`config.mk`:
```
export PLATFORM = sky130hd
export DESIGN_NAME = integer_to_radix_digits
export DESIGN_NICKNAME = d
export VERILOG_FILES = /design/src/hw/rtl/rtd_pkg.sv /design/src/hw/rtl/rtd_div_unit.sv /design/src/hw/rtl/rtd_digit_stack.sv /design/src/hw/rtl/integer_to_radix_digits.sv
export SDC_FILE = /design/constraint.sdc
export NUM_CORES = 1
export LEC_CHECK = 0
export BUFFER_PORTS_ARGS = -buffer_cell sky130_fd_sc_hd__buf_4
export CAP_MARGIN = 30
export CORE_ASPECT_RATIO = 1.4
export CORE_MARGIN = 8
export CORE_UTILIZATION = 54
export DETAILED_ROUTE_END_ITERATION = 12
export PLACE_DENSITY = 0.72
export SLEW_MARGIN = 15
export SYNTH_ARGS = -nofsm -noshare
export SYNTH_HDL_FRONTEND = slang
export SYNTH_SLANG_ARGS = --single-unit
```
`constraint.sdc`:
```
create_clock -name clk -period 4.9 [get_ports clk]
set_input_delay 0.735 -clock clk [delete_from_list [all_inputs] [get_ports clk]]
set_output_delay 0.735 -clock clk [all_outputs]
set_load 0.03 [all_outputs]
```
`src/hw/rtl/rtd_pkg.sv`:
```
// Shared types, constants and digit helpers for the radix digit converter.
package rtd_pkg;

  localparam int VALUE_BITS_DEF = 31;
  localparam int MAX_DIGITS_DEF = 32;

  localparam int RADIX_BITS = 5;
  localparam int DIGIT_BITS = 4;
  localparam int CHAR_BITS  = 7;
  localparam int M_DATA_W   = 8;

  localparam logic [RADIX_BITS-1:0] RADIX_MIN = 5'd2;
  localparam logic [RADIX_BITS-1:0] RADIX_MAX = 5'd16;

  localparam logic [CHAR_BITS-1:0] CHAR_ZERO    = 7'd48;  // '0'
  localparam logic [CHAR_BITS-1:0] CHAR_NINE    = 7'd57;  // '9'
  localparam logic [CHAR_BITS-1:0] CHAR_UPPER_A = 7'd65;  // 'A'
  localparam logic [CHAR_BITS-1:0] CHAR_UPPER_F = 7'd70;  // 'F'

  localparam logic [DIGIT_BITS-1:0] DEC_LIMIT = 4'd10;

  typedef enum logic [1:0] {
    ST_IDLE,
    ST_DIV,
    ST_READ,
    ST_SEND
  } rtd_state_t;

  typedef struct packed {
    logic push;
    logic rd_en;
  } stack_cmd_t;

  // Out-of-range bases clamp to 2..16
  function automatic logic [RADIX_BITS-1:0] sat_radix(input logic [RADIX_BITS-1:0] r);
    logic [RADIX_BITS-1:0] res;
    res = r;
    if (r < RADIX_MIN) res = RADIX_MIN;
    if (r > RADIX_MAX) res = RADIX_MAX;
    return res;
  endfunction

  function automatic logic [CHAR_BITS-1:0] glyph(input logic [DIGIT_BITS-1:0] d);
    logic [CHAR_BITS-1:0] res;
    if (d < DEC_LIMIT) res = CHAR_ZERO + CHAR_BITS'(d);
    else               res = CHAR_UPPER_A + CHAR_BITS'(d - DEC_LIMIT);
    return res;
  endfunction

endpackage

```
`src/hw/rtl/rtd_div_unit.sv`:
```
// Bit-serial restoring divider: one quotient bit per cycle, divisor up to 16.
module rtd_div_unit #(
  parameter int VALUE_BITS = rtd_pkg::VALUE_BITS_DEF
) (
  input  logic                            clk,
  input  logic                            rst,
  input  logic                            start,
  input  logic [VALUE_BITS-1:0]           dividend,
  input  logic [rtd_pkg::RADIX_BITS-1:0]  divisor,
  output logic                            done,
  output logic [VALUE_BITS-1:0]           quotient,
  output logic [rtd_pkg::DIGIT_BITS-1:0]  remainder
);
  import rtd_pkg::*;

  localparam int CNT_W = $clog2(VALUE_BITS);

  logic                  busy;
  logic [CNT_W-1:0]      cnt;
  logic [RADIX_BITS-1:0] dvs;
  logic [RADIX_BITS-1:0] trial;
  logic                  fits;

  // remainder stays below the divisor, so it fits in four bits
  assign trial = {remainder, quotient[VALUE_BITS-1]};
  assign fits  = (trial >= dvs);

  always_ff @(posedge clk) begin
    if (rst) begin
      busy <= 1'b0;
      done <= 1'b0;
      cnt  <= '0;
    end else begin
      done <= 1'b0;
      if (start) begin
        busy <= 1'b1;
        cnt  <= CNT_W'(VALUE_BITS - 1);
      end else if (busy) begin
        if (cnt == '0) begin
          busy <= 1'b0;
          done <= 1'b1;
        end else begin
          cnt <= cnt - 1'b1;
        end
      end
    end
  end

  always_ff @(posedge clk) begin
    if (start) begin
      quotient  <= dividend;
      remainder <= '0;
      dvs       <= divisor;
    end else if (busy) begin
      quotient  <= {quotient[VALUE_BITS-2:0], fits};
      remainder <= fits ? DIGIT_BITS'(trial - dvs) : DIGIT_BITS'(trial);
    end
  end

endmodule

```
`src/hw/rtl/rtd_digit_stack.sv`:
```
// Remainder stack: one write port, one registered read port.
module rtd_digit_stack #(
  parameter int MAX_DIGITS = rtd_pkg::MAX_DIGITS_DEF
) (
  input  logic                            clk,
  input  rtd_pkg::stack_cmd_t             cmd,
  input  logic [$clog2(MAX_DIGITS)-1:0]   wr_addr,
  input  logic [rtd_pkg::DIGIT_BITS-1:0]  wr_data,
  input  logic [$clog2(MAX_DIGITS)-1:0]   rd_addr,
  output logic [rtd_pkg::DIGIT_BITS-1:0]  rd_data
);
  import rtd_pkg::*;

  logic [DIGIT_BITS-1:0] mem [MAX_DIGITS];

  always_ff @(posedge clk) begin
    if (cmd.push) mem[wr_addr] <= wr_data;
  end

  always_ff @(posedge clk) begin
    if (cmd.rd_en) rd_data <= mem[rd_addr];
  end

endmodule

```
`src/hw/rtl/integer_to_radix_digits.sv`:
```
// Top level: integer to radix digit string converter.
//
//  channel  dir  fields (lsb first)                        transfer
//  s_*      in   value[VALUE_BITS], radix[5], zero pad      s_tvalid & s_tready
//  m_*      out  digit_char[7], zero pad; tlast=last_digit  m_tvalid & m_tready
//
// For each digit the bit-serial divider runs VALUE_BITS shift-subtract steps
// and then signals done; the digits are then popped from the stack, each
// through a read state and a send state. s_tready is high only while idle.
// Synchronous reset returns the sequencer to idle; the stack needs no clearing.
// Output stalls simply hold the current digit.
module integer_to_radix_digits #(
  parameter int VALUE_BITS = rtd_pkg::VALUE_BITS_DEF,
  parameter int MAX_DIGITS = rtd_pkg::MAX_DIGITS_DEF
) (
  input  logic                                          clk,
  input  logic                                          rst,
  input  logic                                          s_tvalid,
  output logic                                          s_tready,
  input  logic [((VALUE_BITS+rtd_pkg::RADIX_BITS+7)/8)*8-1:0] s_tdata, // value, radix
  output logic                                          m_tvalid,
  input  logic                                          m_tready,
  output logic [rtd_pkg::M_DATA_W-1:0]                  m_tdata,  // digit_char
  output logic                                          m_tlast
);
  import rtd_pkg::*;

  localparam int CW = $clog2(MAX_DIGITS + 1);
  localparam int AW = $clog2(MAX_DIGITS);

  rtd_state_t state, state_next;

  logic [RADIX_BITS-1:0] base;
  logic [CW-1:0]         count;

  logic                  div_start;
  logic                  div_done;
  logic [VALUE_BITS-1:0] div_dividend;
  logic [RADIX_BITS-1:0] div_divisor;
  logic [VALUE_BITS-1:0] quotient;
  logic [DIGIT_BITS-1:0] remainder;

  stack_cmd_t            stk_cmd;
  logic [CW-1:0]         rd_ptr;
  logic [DIGIT_BITS-1:0] rd_data;

  logic in_xfer;
  logic out_xfer;
  logic room;

  assign in_xfer  = s_tvalid && s_tready;
  assign out_xfer = m_tvalid && m_tready;
  assign room     = (count < CW'(MAX_DIGITS));
  assign rd_ptr   = count - 1'b1;

  // next state
  always_comb begin
    state_next = state;
    case (state)
      ST_IDLE: if (s_tvalid) state_next = ST_DIV;
      ST_DIV:  if (div_done && quotient == '0) state_next = ST_READ;
      ST_READ: state_next = ST_SEND;
      ST_SEND: begin
        if (out_xfer) state_next = (count == '0) ? ST_IDLE : ST_READ;
      end
      default: state_next = ST_IDLE;
    endcase
  end

  // outputs
  always_comb begin
    s_tready      = 1'b0;
    m_tvalid      = 1'b0;
    div_start     = 1'b0;
    div_dividend  = quotient;
    div_divisor   = base;
    stk_cmd       = '0;
    case (state)
      ST_IDLE: begin
        s_tready     = 1'b1;
        div_start    = s_tvalid;
        div_dividend = s_tdata[VALUE_BITS-1:0];
        div_divisor  = sat_radix(s_tdata[VALUE_BITS +: RADIX_BITS]);
      end
      ST_DIV: begin
        // zero is still one digit: push first, stop when the quotient runs out
        div_start    = div_done && (quotient != '0);
        stk_cmd.push = div_done && room;
      end
      ST_READ: stk_cmd.rd_en = 1'b1;
      ST_SEND: m_tvalid = 1'b1;
      default: ;
    endcase
  end

  always_ff @(posedge clk) begin
    if (rst) begin
      state <= ST_IDLE;
      count <= '0;
    end else begin
      state <= state_next;
      if (in_xfer)          count <= '0;
      else if (stk_cmd.push) count <= count + 1'b1;
      else if (stk_cmd.rd_en) count <= rd_ptr;
    end
  end

  always_ff @(posedge clk) begin
    if (in_xfer) base <= sat_radix(s_tdata[VALUE_BITS +: RADIX_BITS]);
  end

  rtd_div_unit #(
    .VALUE_BITS (VALUE_BITS)
  ) u_div (
    .clk       (clk),
    .rst       (rst),
    .start     (div_start),
    .dividend  (div_dividend),
    .divisor   (div_divisor),
    .done      (div_done),
    .quotient  (quotient),
    .remainder (remainder)
  );

  rtd_digit_stack #(
    .MAX_DIGITS (MAX_DIGITS)
  ) u_stack (
    .clk     (clk),
    .cmd     (stk_cmd),
    .wr_addr (count[AW-1:0]),
    .wr_data (remainder),
    .rd_addr (rd_ptr[AW-1:0]),
    .rd_data (rd_data)
  );

  assign m_tdata = {1'b0, glyph(rd_data)};
  assign m_tlast = (count == '0);

endmodule

```
==> flow_metrics.tcl, run 1 <==
set metrics [dict create \
    grt_overflow 0 \
    synth-simple-area-share_pct 7.09 \
    synthTopCellsByArea "edfxtp_1, mux4_2, dfxtp_1, mux2_4, nor2_1" \
    power.leakage_nw 3.41 \
    dp_slack_ns 1.73 \
    synth_top_family_by_area "multiplexers" \
    dieWidth_um 123 \
    synth_seq_area_share_pct 64.9 \
    insertion_delay_ns 0.42 \
    fin_crit_sh_pct 64.3 \
    regToRegSetupSlack_ns 1.75 \
    finalWorstSetupSlack_ns 1.75 \
    synth_edf_count 173 \
    clock-root-buffer "clkbuf_16" \
    status "finished clean" \
    vias_per_cell 5.87 \
    antenna_found_initial 0 \
    area_growth_pct 12.7 \
    finClkSkew_ns 0.00903 \
    dp_hpwl_um 11300 \
    syn_nets 602 \
    initial_core_util_pct 55.1 \
    finalWorstPathRequiredPeriod_ns 3.15 \
    drt_iter0_drc 202 \
    wl_um 16300 \
    drtAntennaViolNets 0 \
    p_per_area_nw_per_um2 368 \
    port_buffers 49 \
    path_class "flop to flop" \
    worst_setup_path_end_kind "flop" \
    drt-pass1-iter-count 5 \
    num_antenna_cells 0 \
    clk_path_buf_depth 2 \
    async_flop_share_pct 0 \
    synth_common_cells "edfxtp_1, nor2_1, mux4_2" \
    synth_compound_area_share_pct 4.60 \
    syn_inst 542 \
    finalPower_mw 3.57 \
    synth_mux_area_share_pct 16.4 \
    avgSynthCellArea_um2 15.9 \
    hp-class "flop to flop" \
    io_pins 55 \
    cts.sinks 192 \
    whs_path_depth 1 \
    yosys.area.top_type "edfxtp_1" \
    r2r_cells 7 \
    grtUsageTotal_pct 17.2 \
    synthDistinctLibCells 59 \
    timing.final.hold_violations 0 \
    synth_warnings 0 \
    startpoint_type "flop" \
    first_global_vias 5138 \
    ys_ff_latch 192 \
    synth_xor_area_share_pct 1.41 \
    final_nets 652 \
    wire_per_inst_um 20.4 \
    drc 0 \
    cts_hold_buf 0 \
    r2r_start "count[1]" \
    rsz0062_at_grt "false" \
    tns_ns 0 \
    synth_top_area_share_pct 60.5 \
    slew_viol_final 0 \
    ir_drop_uv 250 \
    crit_path_max_fanout 19 \
    vias 4703 \
    numCtsBuffers 17 \
    core_area_um2 15600 \
    cap_violations 0 \
    min_to "u_div.done" \
    synth_flop_cell "edfxtp_1" \
    setup_viol 0 \
    post-cts-setup-buffers 0 \
    seq_area_um2 5580 \
    synth_most_common_cell "edfxtp_1" \
    cp.required_ns 5.04 \
    cts_resized 0 \
    tightest_slew_ns 0.991 \
    drive_above_1_share_pct 27.8 \
    clkTransAtPathRegs_ns 0.07 \
    arrival_ns 3.29 \
    multi_input_area_um2 2750 \
    chipHeight_um 165 \
    synth_fa_ha_area_share_pct 2.42 \
    fp-row-count 54 \
    grt_max_degree 40 \
    min-delay-start "u_div.cnt[4]" \
    cts_tree "yes" \
    max_freq_ghz 0.317 \
    reg2reg_to "u_stack.rd_data[0]" \
    syn-cell-area_um2 8590 \
    dieArea_um2 20300 \
    slew_headroom_pct 33.1 \
    grt_first_pass_wirelength_um 26500 \
    fill_cells 1122 \
    cts_max_level 4 \
    routabilityCongestion 0.802 \
]
[routing by layer]
metal	wire length, um	global-route usage, %
met5	0	0
met3	708	3.67
met4	561	8.73
met2	8640	30.1
met1	6400	19.6
[sequential cells by signal (all words and copies together), names as in the netlist]
name             count
base                 5
count                6
state                2
u_div.busy           1
u_div.cnt            5
u_div.done           1
u_div.dvs            5
u_div.quotient      31
u_div.remainder      4
u_stack.mem        128
u_stack.rd_data      4
[power by group]
group / internal, mW / switching (mW)
sequential: 1.89 / 0.0420
combinational: 0.137 / 0.157
clock: 0.719 / 0.621
total: 2.75 / 0.820
[worst max path at each step]
| stage | start | to | slack (ns) | cells past startpoint |
|---|---|---|---|---|
| floorplan | state[0] | u_div.quotient[0] | 1.13 | 5 |
| global placement | count[1] | u_stack.rd_data[3] | 1.84 | 7 |
| detailed placement | count[1] | u_stack.rd_data[0] | 1.73 | 7 |
| CTS | count[1] | u_stack.rd_data[0] | 1.73 | 7 |
| global route | count[1] | u_stack.rd_data[0] | 1.59 | 7 |
| finish | count[1] | u_stack.rd_data[0] | 1.75 | 7 |
[cell families (layout without fill, tap and decap cells)]
kind of cell,count (synthesis),in the layout
flops,192,192
other cells,1,1
buf+inv,48,111
fa+ha+maj,16,16
simple gates,126,126
mux,87,87
xor+xnor,13,13
compound gates,59,59
[layout by cell type (no fill, tap or decap), types with 8 or more instances in the layout]
| master | Yosys | layout |
|---|---|---|
| mux2i_1 | 19 | 19 |
| o21ai_0 | 10 | 10 |
| mux2_2 | 11 | 11 |
| dfxtp_1 | 19 | 18 |
| a21oi_1 | 16 | 16 |
| nor4_1 | 8 | 8 |
| nor2_1 | 52 | 52 |
| clkbuf_16 | 0 | 17 |
| buf_4 | 3 | 55 |
| mux4_2 | 32 | 32 |
| mux2_4 | 25 | 25 |
| edfxtp_1 | 173 | 173 |
| nor3_1 | 8 | 8 |
| ha_1 | 15 | 15 |
| nand2_1 | 21 | 21 |
| inv_1 | 19 | 19 |
[critical path, stage by stage (launching register included)]
cell and delay (ns):
dfxtp_1 0.55, inv_1 0.17, ha_1 0.81, buf_4 0.41, mux4_2 0.36, mux2i_1 0.24, o22a_1 0.19, o221ai_1 0.12
[per-stage QoR]
| step | instance area, um^2 | cells | utilization, % | hold slack (ns) |
|---|---|---|---|---|
| 6_report | 9690 | 801 | 62.1 | 0.494 |
| 5_1_grt | 9690 | 801 | 62.1 | 0.511 |
| 4_1_cts | 9690 | 801 | 62.1 | 0.475 |
| 3_5_place_dp | 9110 | 769 | 58.4 | 0.470 |
| 3_3_place_gp | 9070 | 766 | 58.1 | 0.450 |
| 2_1_floorplan | 8590 | 542 | - | 0.422 |
[final cells by class]
class                           instances  share of cell area [%]
Clock inverter                         15                    1.60
Sequential cell                       192                    57.6
Inverter                               21                   0.891
Multi-Input combinational cell        302                    28.4
Tap cell                              196                    2.53
Clock buffer                           17                    4.39
Timing Repair Buffer                   58                    4.62
(Power assumes the default switching activity.)
==> run 2: changes to the inputs <==
==> constraint.sdc (replaced) <==
create_clock -name clk -period 3.11 [get_ports clk]
set_input_delay 0.4665 -clock clk [delete_from_list [all_inputs] [get_ports clk]]
set_output_delay 0.4665 -clock clk [all_outputs]
set_load 0.03 [all_outputs]
==> flow_metrics.tcl, run 2 (synthesis results as in run 1) <==
set metrics [dict create \
    min-delay-start "rst" \
    crit_path_max_fanout 34 \
    max_freq_ghz 0.392 \
    drc 0 \
    design_area_um2 9710 \
    finalPower_mw 5.69 \
    insertion_delay_ns 0.43 \
    wire_per_inst_um 20.0 \
    setup_viol 0 \
    combPwrFrac_pct 8.2 \
    core_area_um2 15600 \
    finClkSkew_ns 0.00913 \
    drt_iter0_drc 299 \
    dieArea_um2 20300 \
    num_antenna_cells 0 \
    clkTransAtPathRegs_ns 0.07 \
    numCtsBuffers 17 \
    top_register "u_stack.mem" \
    utilization_pct 62.2 \
    dp_hpwl_um 11000 \
    place_inst 769 \
    fill_cells 1127 \
    reg2reg_to "u_stack.rd_data[1]" \
    p_sw_mw 1.28 \
    ir_drop_uv 363 \
    r2r_cells 7 \
    clock-root-buffer "clkbuf_16" \
    status "finished clean" \
    fin_crit_sh_pct 82.0 \
    stdcell_count 801 \
    cts_resized 0 \
    whs_path_depth 2 \
    fp-row-count 54 \
    area_growth_pct 13.0 \
    power.leakage_nw 3.43 \
    regToRegSetupSlack_ns 0.56 \
    startpoint_type "flop" \
    hp-class "primary input to flop" \
    post-cts-setup-buffers 0 \
    arrival_ns 2.70 \
    slew_headroom_pct 52.8 \
    power.internal_mw 4.40 \
    largest_reg_flops 128 \
    vias_per_cell 5.87 \
    seq_power_share_pct 53.3 \
    grt_max_degree 40 \
    antenna_found_initial 0 \
    cap_violations 0 \
    cp.required_ns 3.26 \
    wl_um 16100 \
    cts_hold_buf 0 \
    timing.final.hold_violations 0 \
    placed_cell_area_um2 9110 \
    path_class "flop to flop" \
    cts_tree "yes" \
    r2r_start "count[1]" \
    min_to "u_div.busy" \
    grtUsageTotal_pct 16.9 \
    cp_cell_sequence "inv_1, ha_1, buf_12, mux4_2, mux2i_1, o22a_1, o221ai_1" \
    final_cell_mix "edfxtp_1, buf_4, nor2_1, mux4_2, mux2_4" \
    layout_commonest_cell "edfxtp_1" \
    p_per_area_nw_per_um2 586 \
    rsz0062_at_grt "false" \
    switching_share_pct 22.6 \
    cts_max_level 4 \
    grt_overflow 0 \
    worst_setup_path_end_kind "flop" \
    slew_viol_final 0 \
    drtAntennaViolNets 0 \
    first_global_vias 5107 \
    tns_ns 0 \
    finalWorstPathRequiredPeriod_ns 2.55 \
    io_pins 55 \
    grt_first_pass_wirelength_um 25900 \
    final_nets 653 \
    drive_above_1_share_pct 27.9 \
    routabilityCongestion 0.839 \
    vias 4703 \
    dieWidth_um 123 \
    tightest_slew_ns 0.709 \
    cts.sinks 192 \
    top_regs "u_stack.mem x128, u_div.quotient x31, count x6" \
    slowest_stage "dfxtp_1" \
    drt-pass1-iter-count 5 \
    clkPwrFrac_pct 38.5 \
    clk_path_buf_depth 2 \
    initial_core_util_pct 55.1 \
    chipHeight_um 165 \
    critPathMaxStageDelay_ns 0.55 \
    port_buffers 49 \
]
run 2: layer usage:
| layer | vias to the layer above | wire [um] | track usage, % |
|---|---|---|---|
| li1 | 2194 | - | - |
| met1 | 2326 | 6280 | 19.4 |
| met2 | 151 | 8550 | 29.3 |
| met3 | 32 | 780 | 4.32 |
| met4 | 0 | 439 | 7.45 |
| met5 | - | 0 | 0 |
run 2: area by class of cell:
type / instances / area [um^2] / share of cell area [%]
Clock buffer: 17 / 425 / 4.38
Sequential cell: 192 / 5580 / 57.4
Tap cell: 196 / 245 / 2.53
Timing Repair Buffer: 59 / 453 / 4.66
Multi-Input combinational cell: 302 / 2750 / 28.3
Clock inverter: 14 / 173 / 1.78
Inverter: 21 / 86.3 / 0.889
run 2: worst max path at each step:
stage | startpoint | endpoint | cells after the start
after CTS | count[1] | u_stack.rd_data[2] | 7
after detailed placement | count[1] | u_stack.rd_data[1] | 7
after global placement | count[1] | u_stack.rd_data[1] | 7
final | count[1] | u_stack.rd_data[1] | 7
after floorplan | state[0] | u_div.quotient[0] | 5
after global routing | count[1] | u_stack.rd_data[2] | 7
run 2: worst max-delay path, delay by kind of cell, from the launching register on:
| kind | cells | cell delay, ns |
|---|---|---|
| mux | 2 | 0.61 |
| flops | 1 | 0.55 |
| buf+inv | 2 | 0.41 |
| fa+ha+maj | 1 | 0.37 |
| compound gates | 2 | 0.34 |
run 2: metrics by stage:
stage,hold slack (ns),worst slack (ns)
3_3_place_gp,0.452,0.676
6_report,0.254,0.560
3_5_place_dp,0.469,0.547
5_1_grt,0.249,0.469
4_1_cts,0.238,0.558
2_1_floorplan,0.422,0.153
run 2: power groups by stage:
stage	Sequential (mW)	Combinational [mW]	Clock [mW]
2_1_floorplan	3.12	0.285	0
3_3_place_gp	3.08	0.440	0
3_5_place_dp	3.09	0.467	0
4_1_cts	3.03	0.469	2.22
5_1_grt	3.04	0.512	2.32
6_report	3.03	0.466	2.19
